--- src/rtl/cac_pkg.sv ---
`default_nettype none

package cac_pkg;

    // Configuration port geometry
    localparam int CFG_ADDR_W = 4;
    localparam int CFG_DATA_W = 32;
    localparam int REG_IDX_W  = 2;

    // Register indexes, taken from paddr[3:2]
    localparam logic [REG_IDX_W-1:0] REG_COLLISION_LIMIT = 2'd0;
    localparam logic [REG_IDX_W-1:0] REG_NEAR_MISS_LIMIT = 2'd1;
    localparam logic [REG_IDX_W-1:0] REG_TREND_BAND      = 2'd2;

    // Encounter classification codes
    localparam int KIND_W = 2;
    localparam logic [KIND_W-1:0] KIND_NONE      = 2'd0;
    localparam logic [KIND_W-1:0] KIND_NEAR_MISS = 2'd1;
    localparam logic [KIND_W-1:0] KIND_COLLISION = 2'd2;

    typedef enum logic [2:0] {
        ST_IDLE,
        ST_MUL_X,
        ST_MUL_Y,
        ST_ROOT_GO,
        ST_ROOT_WAIT,
        ST_EMIT
    } t_state;

    typedef struct packed {
        logic first_sample;
        logic clear_counts;
    } t_step_flags;

endpackage

`default_nettype wire

--- src/rtl/cac_in_if.sv ---
`default_nettype none

interface cac_in_if #(
    parameter int COORD_WIDTH = 24
);
    logic                          valid;
    logic                          ready;
    logic                          first_sample;
    logic                          clear_counts;
    logic signed [COORD_WIDTH-1:0] xa;
    logic signed [COORD_WIDTH-1:0] ya;
    logic signed [COORD_WIDTH-1:0] xb;
    logic signed [COORD_WIDTH-1:0] yb;

    modport source (
        output valid, first_sample, clear_counts, xa, ya, xb, yb,
        input  ready
    );

    modport sink (
        input  valid, first_sample, clear_counts, xa, ya, xb, yb,
        output ready
    );
endinterface

`default_nettype wire

--- src/rtl/cac_out_if.sv ---
`default_nettype none

interface cac_out_if #(
    parameter int DIST_WIDTH  = 25,
    parameter int COUNT_WIDTH = 16
);
    logic                   valid;
    logic                   ready;
    logic [DIST_WIDTH-1:0]  separation;
    logic [1:0]             encounter_kind;
    logic [COUNT_WIDTH-1:0] near_miss_total;
    logic [COUNT_WIDTH-1:0] collision_total;

    modport source (
        output valid, separation, encounter_kind, near_miss_total, collision_total,
        input  ready
    );

    modport sink (
        input  valid, separation, encounter_kind, near_miss_total, collision_total,
        output ready
    );
endinterface

`default_nettype wire

--- src/rtl/cac_root.sv ---
`default_nettype none

// Digit-by-digit integer square root, one root bit per cycle.
module cac_root #(
    parameter int W = 25
) (
    input  wire logic           i_clk,
    input  wire logic           i_rst_n,
    input  wire logic           i_start,
    input  wire logic [2*W-1:0] i_radicand,
    output logic                o_done,
    output logic [W-1:0]        o_root
);
    localparam int CNT_W = $clog2(W);

    logic [2*W-1:0] r_rad;
    logic [W+1:0]   r_rem;
    logic [W-1:0]   r_root;
    logic [CNT_W-1:0] r_cnt;
    logic           r_busy;
    logic           r_done;

    logic [W+2:0]   shifted;
    logic [W+2:0]   trial;
    logic           take;
    logic [W+2:0]   diff;

    // Bring down the next two radicand bits and test the trial divisor
    assign shifted = {r_rem[W:0], r_rad[2*W-1 -: 2]};
    assign trial   = {1'b0, r_root, 2'b01};
    assign take    = (shifted >= trial);
    assign diff    = shifted - trial;

    always_ff @(posedge i_clk) begin
        if (!i_rst_n) begin
            r_busy <= 1'b0;
            r_done <= 1'b0;
        end else begin
            r_done <= r_busy && (r_cnt == CNT_W'(W - 1));
            if (i_start) begin
                r_busy <= 1'b1;
            end else if (r_busy && (r_cnt == CNT_W'(W - 1))) begin
                r_busy <= 1'b0;
            end
        end
    end

    always_ff @(posedge i_clk) begin
        if (i_start) begin
            r_rad  <= i_radicand;
            r_rem  <= '0;
            r_root <= '0;
            r_cnt  <= '0;
        end else if (r_busy) begin
            r_rad  <= {r_rad[2*W-3:0], 2'b00};
            r_cnt  <= r_cnt + CNT_W'(1);
            if (take) begin
                r_rem  <= diff[W+1:0];
                r_root <= {r_root[W-2:0], 1'b1};
            end else begin
                r_rem  <= shifted[W+1:0];
                r_root <= {r_root[W-2:0], 1'b0};
            end
        end
    end

    assign o_done = r_done;
    assign o_root = r_root;
endmodule

`default_nettype wire

--- src/rtl/cac_track.sv ---
`default_nettype none

// Distance trend, closest approach and encounter counters.
module cac_track #(
    parameter int DIST_WIDTH  = 25,
    parameter int COUNT_WIDTH = 16
) (
    input  wire logic                      i_clk,
    input  wire logic                      i_rst_n,
    input  wire logic                      i_update,
    input  wire cac_pkg::t_step_flags      i_flags,
    input  wire logic [DIST_WIDTH-1:0]     i_dist,
    input  wire logic [DIST_WIDTH-1:0]     i_collision_limit,
    input  wire logic [DIST_WIDTH-1:0]     i_near_miss_limit,
    input  wire logic [DIST_WIDTH-1:0]     i_trend_band,
    output logic [cac_pkg::KIND_W-1:0]     o_kind,
    output logic [COUNT_WIDTH-1:0]         o_near_total,
    output logic [COUNT_WIDTH-1:0]         o_collision_total
);
    logic [DIST_WIDTH-1:0]  r_last, n_last;
    logic [DIST_WIDTH-1:0]  r_closest, n_closest;
    logic                   r_counted, n_counted;
    logic [COUNT_WIDTH-1:0] r_near, n_near;
    logic [COUNT_WIDTH-1:0] r_coll, n_coll;
    logic [cac_pkg::KIND_W-1:0] kind;

    logic                  ge;
    logic [DIST_WIDTH-1:0] mag;
    logic                  beyond;
    logic                  upd;

    assign ge     = (i_dist >= r_last);
    assign mag    = ge ? (i_dist - r_last) : (r_last - i_dist);
    assign beyond = (mag > i_trend_band);

    always_comb begin
        n_last    = r_last;
        n_closest = r_closest;
        n_counted = r_counted;
        n_near    = i_flags.clear_counts ? '0 : r_near;
        n_coll    = i_flags.clear_counts ? '0 : r_coll;
        kind      = cac_pkg::KIND_NONE;
        upd       = (mag >= i_trend_band);
        if (i_flags.first_sample) begin
            n_last    = i_dist;
            n_closest = i_dist;
            n_counted = 1'b0;
        end else begin
            if (beyond && !ge) begin
                // approaching: open a new encounter
                n_closest = i_dist;
                n_counted = 1'b0;
            end else if (beyond && ge) begin
                if (r_counted) begin
                    // hold previous distance once the encounter is counted
                    upd = 1'b0;
                end else begin
                    if (r_closest <= i_collision_limit) begin
                        n_coll = (n_coll == '1) ? n_coll : n_coll + COUNT_WIDTH'(1);
                        kind   = cac_pkg::KIND_COLLISION;
                    end else if (r_closest <= i_near_miss_limit) begin
                        n_near = (n_near == '1) ? n_near : n_near + COUNT_WIDTH'(1);
                        kind   = cac_pkg::KIND_NEAR_MISS;
                    end
                    n_counted = 1'b1;
                end
            end
            if (upd) begin
                n_last = i_dist;
            end
        end
    end

    always_ff @(posedge i_clk) begin
        if (!i_rst_n) begin
            r_last    <= '0;
            r_closest <= '0;
            r_counted <= 1'b0;
            r_near    <= '0;
            r_coll    <= '0;
        end else if (i_update) begin
            r_last    <= n_last;
            r_closest <= n_closest;
            r_counted <= n_counted;
            r_near    <= n_near;
            r_coll    <= n_coll;
        end
    end

    assign o_kind            = kind;
    assign o_near_total      = n_near;
    assign o_collision_total = n_coll;
endmodule

`default_nettype wire

--- src/rtl/closest_approach_encounter_counter_top.sv ---
`default_nettype none

// Closest-approach encounter counter for one pair of vehicles.
//
// Input channel i_item carries one time step: both vehicles' positions
// (signed, FRAC_BITS fractional bits) plus the first_sample and
// clear_counts flags. Output channel o_result returns one item per step:
// the separation (floor of the Euclidean distance), the encounter kind
// counted on this step and both saturating encounter totals. Both channels
// transfer an item when valid and ready are high at a rising clock edge.
// Thresholds sit in three APB registers at byte addresses 0, 4 and 8:
// collision limit, near-miss limit and trend band; write them while idle.
//
// Flow: an accepted item is worked in order: the shared multiplier squares
// dx, then dy; the square-root unit is started and produces one root bit
// per cycle (COORD_WIDTH + 1 bits); the sequencer waits for the root to
// finish, then updates the encounter state and loads the output register.
// A new item is accepted only in the idle state, once the previous item
// has reached the output register.
// The result sits in an output register, so the next item is accepted and
// worked while the receiver stalls; its update then waits until the held
// result has been taken.
// Reset (synchronous, active low) clears the trend and encounter state and
// the counters, drops any pending result and restores the default limits.
module closest_approach_encounter_counter_top #(
    parameter int COORD_WIDTH = 24,
    parameter int FRAC_BITS   = 8,
    parameter int COUNT_WIDTH = 16
) (
    input  wire logic                             i_clk,
    input  wire logic                             i_rst_n,
    cac_in_if.sink                                i_item,
    cac_out_if.source                             o_result,
    input  wire logic                             psel,
    input  wire logic                             penable,
    input  wire logic                             pwrite,
    input  wire logic [cac_pkg::CFG_ADDR_W-1:0]   paddr,
    input  wire logic [cac_pkg::CFG_DATA_W-1:0]   pwdata,
    output logic      [cac_pkg::CFG_DATA_W-1:0]   prdata,
    output logic                                  pready
);
    localparam int DIST_WIDTH = COORD_WIDTH + 1;
    localparam int PROD_WIDTH = 2 * COORD_WIDTH;
    localparam int RAD_WIDTH  = 2 * DIST_WIDTH;

    // Default thresholds: 2 m, 4 m and 0.1 m rounded to the nearest unit
    localparam logic [DIST_WIDTH-1:0] COLL_RESET =
        DIST_WIDTH'(64'd2 << FRAC_BITS);
    localparam logic [DIST_WIDTH-1:0] NEAR_RESET =
        DIST_WIDTH'(64'd4 << FRAC_BITS);
    localparam logic [DIST_WIDTH-1:0] BAND_RESET =
        DIST_WIDTH'(((64'd1 << FRAC_BITS) + 64'd5) / 64'd10);

    cac_pkg::t_state r_state, n_state;

    // Configuration registers
    logic [DIST_WIDTH-1:0] r_coll_lim;
    logic [DIST_WIDTH-1:0] r_near_lim;
    logic [DIST_WIDTH-1:0] r_band;
    logic                  cfg_wr;
    logic [cac_pkg::REG_IDX_W-1:0] cfg_idx;

    // Step datapath
    logic [COORD_WIDTH-1:0] r_dx, r_dy;
    cac_pkg::t_step_flags   r_flags;
    logic [PROD_WIDTH-1:0]  r_prod;
    logic [PROD_WIDTH-1:0]  r_acc;
    logic [COORD_WIDTH-1:0] mul_op;
    logic [COORD_WIDTH:0]   diff_x, diff_y;
    logic [RAD_WIDTH-1:0]   radicand;

    // Sequencer outputs
    logic in_ready;
    logic mul_en;
    logic root_start;
    logic emit_fire;

    logic                  root_done;
    logic [DIST_WIDTH-1:0] root_val;

    logic [cac_pkg::KIND_W-1:0] trk_kind;
    logic [COUNT_WIDTH-1:0]     trk_near;
    logic [COUNT_WIDTH-1:0]     trk_coll;

    // Output register
    logic                       r_out_valid;
    logic [DIST_WIDTH-1:0]      r_sep;
    logic [cac_pkg::KIND_W-1:0] r_kind;
    logic [COUNT_WIDTH-1:0]     r_near_tot;
    logic [COUNT_WIDTH-1:0]     r_coll_tot;

    // ---------------- configuration port ----------------
    assign pready  = 1'b1;
    assign cfg_idx = paddr[cac_pkg::REG_IDX_W+1:2];
    assign cfg_wr  = psel && penable && pwrite;

    always_ff @(posedge i_clk) begin
        if (!i_rst_n) begin
            r_coll_lim <= COLL_RESET;
            r_near_lim <= NEAR_RESET;
            r_band     <= BAND_RESET;
        end else if (cfg_wr) begin
            unique case (cfg_idx)
                cac_pkg::REG_COLLISION_LIMIT: r_coll_lim <= pwdata[DIST_WIDTH-1:0];
                cac_pkg::REG_NEAR_MISS_LIMIT: r_near_lim <= pwdata[DIST_WIDTH-1:0];
                cac_pkg::REG_TREND_BAND:      r_band     <= pwdata[DIST_WIDTH-1:0];
                default: ;
            endcase
        end
    end

    always_comb begin
        unique case (cfg_idx)
            cac_pkg::REG_COLLISION_LIMIT: prdata = cac_pkg::CFG_DATA_W'(r_coll_lim);
            cac_pkg::REG_NEAR_MISS_LIMIT: prdata = cac_pkg::CFG_DATA_W'(r_near_lim);
            cac_pkg::REG_TREND_BAND:      prdata = cac_pkg::CFG_DATA_W'(r_band);
            default:                      prdata = '0;
        endcase
    end

    // ---------------- sequencer ----------------
    always_ff @(posedge i_clk) begin
        if (!i_rst_n) begin
            r_state <= cac_pkg::ST_IDLE;
        end else begin
            r_state <= n_state;
        end
    end

    always_comb begin
        n_state = r_state;
        unique case (r_state)
            cac_pkg::ST_IDLE: begin
                if (i_item.valid) n_state = cac_pkg::ST_MUL_X;
            end
            cac_pkg::ST_MUL_X:   n_state = cac_pkg::ST_MUL_Y;
            cac_pkg::ST_MUL_Y:   n_state = cac_pkg::ST_ROOT_GO;
            cac_pkg::ST_ROOT_GO: n_state = cac_pkg::ST_ROOT_WAIT;
            cac_pkg::ST_ROOT_WAIT: begin
                if (root_done) n_state = cac_pkg::ST_EMIT;
            end
            cac_pkg::ST_EMIT: begin
                // hold until the previous result has left the output register
                if (!r_out_valid || o_result.ready) n_state = cac_pkg::ST_IDLE;
            end
            default: n_state = cac_pkg::ST_IDLE;
        endcase
    end

    always_comb begin
        in_ready   = 1'b0;
        mul_en     = 1'b0;
        root_start = 1'b0;
        emit_fire  = 1'b0;
        unique case (r_state)
            cac_pkg::ST_IDLE:      in_ready   = 1'b1;
            cac_pkg::ST_MUL_X:     mul_en     = 1'b1;
            cac_pkg::ST_MUL_Y:     mul_en     = 1'b1;
            cac_pkg::ST_ROOT_GO:   root_start = 1'b1;
            cac_pkg::ST_ROOT_WAIT: ;
            cac_pkg::ST_EMIT:      emit_fire  = !r_out_valid || o_result.ready;
            default: ;
        endcase
    end

    assign i_item.ready = in_ready;

    // ---------------- capture and squares ----------------
    // Absolute coordinate differences fit COORD_WIDTH bits unsigned
    assign diff_x = {i_item.xa[COORD_WIDTH-1], i_item.xa}
                  - {i_item.xb[COORD_WIDTH-1], i_item.xb};
    assign diff_y = {i_item.ya[COORD_WIDTH-1], i_item.ya}
                  - {i_item.yb[COORD_WIDTH-1], i_item.yb};

    always_ff @(posedge i_clk) begin
        if (in_ready && i_item.valid) begin
            r_dx    <= diff_x[COORD_WIDTH] ? COORD_WIDTH'(-diff_x) : diff_x[COORD_WIDTH-1:0];
            r_dy    <= diff_y[COORD_WIDTH] ? COORD_WIDTH'(-diff_y) : diff_y[COORD_WIDTH-1:0];
            r_flags <= '{first_sample: i_item.first_sample,
                         clear_counts: i_item.clear_counts};
        end
    end

    // One multiplier squares dx, then dy; keep dx squared in the accumulator
    assign mul_op = (r_state == cac_pkg::ST_MUL_X) ? r_dx : r_dy;

    always_ff @(posedge i_clk) begin
        if (mul_en) begin
            r_prod <= mul_op * mul_op;
            r_acc  <= r_prod;
        end
    end

    assign radicand = RAD_WIDTH'({1'b0, r_acc} + {1'b0, r_prod});

    cac_root #(
        .W (DIST_WIDTH)
    ) u_root (
        .i_clk      (i_clk),
        .i_rst_n    (i_rst_n),
        .i_start    (root_start),
        .i_radicand (radicand),
        .o_done     (root_done),
        .o_root     (root_val)
    );

    cac_track #(
        .DIST_WIDTH  (DIST_WIDTH),
        .COUNT_WIDTH (COUNT_WIDTH)
    ) u_track (
        .i_clk             (i_clk),
        .i_rst_n           (i_rst_n),
        .i_update          (emit_fire),
        .i_flags           (r_flags),
        .i_dist            (root_val),
        .i_collision_limit (r_coll_lim),
        .i_near_miss_limit (r_near_lim),
        .i_trend_band      (r_band),
        .o_kind            (trk_kind),
        .o_near_total      (trk_near),
        .o_collision_total (trk_coll)
    );

    // ---------------- output register ----------------
    always_ff @(posedge i_clk) begin
        if (!i_rst_n) begin
            r_out_valid <= 1'b0;
        end else if (emit_fire) begin
            r_out_valid <= 1'b1;
        end else if (o_result.ready) begin
            r_out_valid <= 1'b0;
        end
    end

    always_ff @(posedge i_clk) begin
        if (emit_fire) begin
            r_sep      <= root_val;
            r_kind     <= trk_kind;
            r_near_tot <= trk_near;
            r_coll_tot <= trk_coll;
        end
    end

    assign o_result.valid           = r_out_valid;
    assign o_result.separation      = r_sep;
    assign o_result.encounter_kind  = r_kind;
    assign o_result.near_miss_total = r_near_tot;
    assign o_result.collision_total = r_coll_tot;
endmodule

`default_nettype wire

--- src/flat_wrapper.sv ---
// flat-port wrapper written by rule: the top's interface ports become plain ports
module closest_approach_encounter_counter_top_flat 
#(
    parameter int COORD_WIDTH = 24,
    parameter int FRAC_BITS   = 8,
    parameter int COUNT_WIDTH = 16
)
  (i_clk, i_rst_n, psel, penable, pwrite, paddr, pwdata, prdata, pready, i_item_valid, i_item_first_sample, i_item_clear_counts, i_item_xa, i_item_ya, i_item_xb, i_item_yb, i_item_ready, o_result_valid, o_result_separation, o_result_encounter_kind, o_result_near_miss_total, o_result_collision_total, o_result_ready);
  cac_in_if #(.COORD_WIDTH(COORD_WIDTH)) i_item_i ();
  cac_out_if #(.DIST_WIDTH(25), .COUNT_WIDTH(COUNT_WIDTH)) o_result_i ();
  input  wire logic i_clk;
  input  wire logic i_rst_n;
  input  wire logic psel;
  input  wire logic penable;
  input  wire logic pwrite;
  input  wire logic [cac_pkg::CFG_ADDR_W-1:0] paddr;
  input  wire logic [cac_pkg::CFG_DATA_W-1:0] pwdata;
  output logic      [cac_pkg::CFG_DATA_W-1:0] prdata;
  output logic pready;
  input wire logic [$bits(i_item_i.valid)-1:0] i_item_valid;
  input wire logic [$bits(i_item_i.first_sample)-1:0] i_item_first_sample;
  input wire logic [$bits(i_item_i.clear_counts)-1:0] i_item_clear_counts;
  input wire logic [$bits(i_item_i.xa)-1:0] i_item_xa;
  input wire logic [$bits(i_item_i.ya)-1:0] i_item_ya;
  input wire logic [$bits(i_item_i.xb)-1:0] i_item_xb;
  input wire logic [$bits(i_item_i.yb)-1:0] i_item_yb;
  output wire logic [$bits(i_item_i.ready)-1:0] i_item_ready;
  output wire logic [$bits(o_result_i.valid)-1:0] o_result_valid;
  output wire logic [$bits(o_result_i.separation)-1:0] o_result_separation;
  output wire logic [$bits(o_result_i.encounter_kind)-1:0] o_result_encounter_kind;
  output wire logic [$bits(o_result_i.near_miss_total)-1:0] o_result_near_miss_total;
  output wire logic [$bits(o_result_i.collision_total)-1:0] o_result_collision_total;
  input wire logic [$bits(o_result_i.ready)-1:0] o_result_ready;
  assign i_item_i.valid = i_item_valid;
  assign i_item_i.first_sample = i_item_first_sample;
  assign i_item_i.clear_counts = i_item_clear_counts;
  assign i_item_i.xa = i_item_xa;
  assign i_item_i.ya = i_item_ya;
  assign i_item_i.xb = i_item_xb;
  assign i_item_i.yb = i_item_yb;
  assign i_item_ready = i_item_i.ready;
  assign o_result_valid = o_result_i.valid;
  assign o_result_separation = o_result_i.separation;
  assign o_result_encounter_kind = o_result_i.encounter_kind;
  assign o_result_near_miss_total = o_result_i.near_miss_total;
  assign o_result_collision_total = o_result_i.collision_total;
  assign o_result_i.ready = o_result_ready;
  closest_approach_encounter_counter_top #(.COORD_WIDTH(COORD_WIDTH), .FRAC_BITS(FRAC_BITS), .COUNT_WIDTH(COUNT_WIDTH)) u_core (.i_clk(i_clk), .i_rst_n(i_rst_n), .i_item(i_item_i), .o_result(o_result_i), .psel(psel), .penable(penable), .pwrite(pwrite), .paddr(paddr), .pwdata(pwdata), .prdata(prdata), .pready(pready));
endmodule
--- config.mk ---
export PLATFORM = sky130hd
export DESIGN_NAME = closest_approach_encounter_counter_top_flat
export DESIGN_NICKNAME = d
export VERILOG_FILES = /design/src/rtl/cac_pkg.sv /design/src/rtl/cac_in_if.sv /design/src/rtl/cac_out_if.sv /design/src/rtl/cac_root.sv /design/src/rtl/cac_track.sv /design/src/rtl/closest_approach_encounter_counter_top.sv /design/src/flat_wrapper.sv
export SDC_FILE = /design/constraint.sdc
export NUM_CORES = 2
export LEC_CHECK = 0
export BUFFER_PORTS_ARGS = -buffer_cell sky130_fd_sc_hd__clkbuf_2
export CAP_MARGIN = 20
export CORE_MARGIN = 2
export CORE_UTILIZATION = 33
export DETAILED_ROUTE_END_ITERATION = 6
export PLACE_DENSITY_LB_ADDON = 0.12
export SYNTH_ARGS = -nofsm -noshare
export SYNTH_HDL_FRONTEND = slang
export SYNTH_HIERARCHICAL = 1
export SYNTH_SLANG_ARGS = --single-unit
export TNS_END_PERCENT = 20
--- constraint.sdc ---
create_clock -name i_clk -period 22.5 [get_ports i_clk]
set_input_delay 3.375 -clock i_clk [delete_from_list [all_inputs] [get_ports i_clk]]
set_output_delay 3.375 -clock i_clk [all_outputs]
set_load 0.03 [all_outputs]
==> results <==
- The total wire length after detailed routing is 128000 um.
- The initial core utilization is about a third.
- The maximum fanout along the worst path is 29.
- The CTS clock-pin slew for the worst setup and hold paths is around 0.06 ns.
- The sort of element at the end of the critical path is a flop.
- Data arrives at the worst endpoint at 10.27 ns.
- The start point of the worst hold path is u_core/r_prod[4].
- The number of nets with antenna violations after routing is 0.
- During placement, the flow inserted port buffers numbering ~220.
- For this run, the top clock speed supported by timing is just over 100 MHz.
- The critical path's largest stage delay is 0.63 ns.
- At the later pin of the worst-skew pair, clock insertion delay measures around 0.69 ns.
- The die covers 0.142 mm2.
- The half-perimeter wire length after detailed placement is approximately 97000 um.
- For this design the top-level I/O count stands at approximately 240.
- The flow ran to the end, and the final reports show no timing, DRC or antenna violations.
- The transition time of the tightest slew-check pin is approximately 1.1 ns.
- The floorplan step set the die height to 377 um.
- The synthesized instance count is 4982.
- The share of layout cells above drive strength 1 is 9.87%.
- The worst setup path is launched from a flop.
- The number of synthesized flops with an enable pin is 253.
- Row generation in the floorplan step produced 136 rows.
- The yosys synthesis warning count is 6.
- For this run, design rule violations remaining after detail routing come to 0.
- The unique cell type count in the Yosys netlist is about 100.
- Headroom to the max-slew limit came out at 25.7%.
- The TritonCTS clock tree is yes.
- The cell area after synthesis is between 0.04 and 0.05 mm2.
- Setup repair after global routing left no endpoint under its margin.
- For this run, the leading register cell type out of synthesis is edfxtp_1.
- The post-route non-filler standard cell count is between 6000 and 7000.
- The total overflow left after global routing is 0.
- The origin of the critical flop-to-flop path is u_core/r_state[0].
- The total setup violations reported at the end of the flow is 0.
- The number of buffers inserted to repair setup after CTS is 0.
- Buffers inserted during clock tree synthesis total 60.
- The synthesis-to-finish area growth is 11.3%.
- Using the TritonRoute via totals, the vias-per-cell ratio works out to ~4.9.
- The wire length of the first global-routing pass is between 200000 and 250000 um.
- The final max-slew violation count was 0.
- The average wire per cell in the routed design is 18.4 um.
- The number of antenna diodes in the final layout is 0.
- The utilization after layout is 37.1%.
- The required time at the endpoint of the critical path is about 23 ns.
- The number of iterations in the first detailed-routing pass is 5.
- The mean area per synthesized cell is just over 9 um2.
- The worst-path cell with the longest stage delay is mux2_2.
- The congestion estimate from routability-driven global placement came to approximately 0.85.
- The DRC violation total after the first TritonRoute iteration is 1789.
- The type of the tightest min-delay check is flop to flop.
- The final critical path takes up about 44% of the cycle.
- The worst clock skew on the final layout is approximately 0.047 ns.
- The number of buffers inserted for hold repair after clock tree synthesis is 0.
- For this run, the register share of the synthesized area comes to 26.2%.
- The worst setup path category is flop to flop.
- The via count of the first global-routing pass is ~35000.
- Global routing consumed, over all layers together, 18.3% of the routing resources.
- The initial antenna violation count is 3.
- In this run the worst setup path begins at u_core/r_state[0].
- The die is 377 um wide.
- The number of nets in the layout is a little over 6000.
- The clock root buffer is clkbuf_16.
- The number of gates resized after CTS was 0.
- The accumulated negative setup slack is 0 ns.
- The number of synthesized register bits is 473.
- Counting along the longest clock path gives a buffer depth of 3.
- The number of levels in the clock H-tree is 2.
- The final-layout fill cell count is ~14000.
- The core region is approximately 0.14 mm2.
- Of all flip-flops after synthesis, the portion carrying an async set or reset was 0%.
- Entering global routing, the biggest net connects 79 pins.
- Across the run, the number of max-cap violations was 0.
- The clock net in this run drives a total of 473 sinks.
- The number of vias after detailed routing is 34247.
- The number of hold violations in the final report is 0.
- After detailed placement, the design holds a cell count of 6860.
- The minimum period implied by the final worst setup slack is 9.89 ns.
[cell usage in the layout, fill, tap and decap left out, types with 21 or more instances in the layout]
cell,count
and3_1,43
buf_4,46
nand2_1,471
mux2i_1,103
o21a_1,35
o21bai_1,25
a21o_1,117
a211oi_1,29
dfxtp_1,219
or3_1,31
edfxtp_1,253
a21boi_0,74
ha_1,419
clkbuf_2,216
nor2_1,363
a21oi_1,259
o31ai_1,21
a31oi_1,43
o21ai_0,141
nand3_1,74
inv_1,841
nor2b_1,56
nor3_1,47
nand2b_1,31
clkbuf_16,63
fa_1,429
mux2_2,72
xor2_1,89
xnor2_1,146
nand4_1,49
o211ai_1,25
and2_1,21
[logic make-up after synthesis]
logic type      after synthesis  share of synthesized area, %
compound gates              919                          13.2
other cells                   2                        0.0164
xor+xnor                    235                          4.49
buf+inv                    1037                          8.70
fa+ha+maj                   848                          30.2
simple gates               1287                          13.1
mux                         181                          4.15
flops                       473                          26.2
[cell type report]
class                           instances  area (um2)  share of cell area (%)
Timing Repair Buffer                  267        1520                    2.98
Inverter                              848        3180                    6.23
Multi-Input combinational cell       3479       30000                    58.8
Sequential cell                       473       12000                    23.5
Clock buffer                           79        1700                    3.32
Clock inverter                         31         404                   0.792
Tap cell                             1794        2240                    4.40
[through the flow]
step | hold WS [ns] | cell area (um2) | worst slack (ns)
2_1_floorplan | 0.432 | 45900 | 13.57
3_3_place_gp | 0.443 | 48900 | 12.54
3_5_place_dp | 0.445 | 48900 | 12.52
4_1_cts | 0.462 | 51000 | 12.50
5_1_grt | 0.479 | 51100 | 12.08
6_report | 0.458 | 51100 | 12.61
[flip-flops by register name (all words and copies together) (netlist names), 24 cells and up]
signal,cells
u_core/r_band,25
u_core/r_near_lim,25
u_core/r_prod,47
u_core/o_result.separation,25
u_core/r_coll_lim,25
u_core/u_root/r_rem,26
u_core/u_root/r_rad,50
u_core/r_dx,24
u_core/u_track/r_closest,25
u_core/u_root/o_root,25
u_core/r_dy,24
u_core/r_acc,47
u_core/u_track/r_last,25
[metal layers]
metal	global-route usage, %	share of wire [%]	up-vias
li1	-	-	16877
met1	24.5	46	16704
met2	31.7	48	535
met3	1.79	3.2	131
met4	3.93	2.0	0
met5	0	0	-
[path summary, 6_finish.rpt]
path	to	slack [ns]	cells past startpoint
min	u_core/r_acc[4]	0.46	0
max reg2reg	u_core/r_prod[46]	12.61	30
min reg2reg	u_core/r_acc[4]	0.46	0
max	u_core/r_prod[46]	12.61	30
[worst max-delay path: cells and delay by family (launching register included)]
| kind | cells | cell delay (ns) |
|---|---|---|
| compound gates | 9 | 2.37 |
| xor+xnor | 1 | 0.18 |
| fa+ha+maj | 8 | 3.82 |
| buf+inv | 8 | 1.39 |
| flops | 1 | 0.49 |
| mux | 1 | 0.63 |
| simple gates | 3 | 0.66 |
[synthesized netlist by cell type, types with 31 or more instances]
library cell    n  area [um2]
inv_1         843        3160
nand2_1       471        1770
fa_1          429        8590
ha_1          419        5240
nor2_1        366        1370
a21oi_1       260        1300
edfxtp_1      253        7600
dfxtp_1       220        4400
xnor2_1       146        1280
o21ai_0       141         706
clkbuf_1      131         492
a21o_1        117         878
mux2i_1       108        1080
xor2_1         89         780
a21boi_0       74         556
nand3_1        74         370
mux2_2         72         811
nor2b_1        57         357
nand4_1        49         307
nor3_1         48         240
a31oi_1        43         269
and3_1         43         269
o21a_1         35         263
nand2b_1       31         194
or3_1          31         194
Power is left out: the tool's default activity adds up to more than one toggle a clock period on the data nets, which glitch-free logic cannot reach.
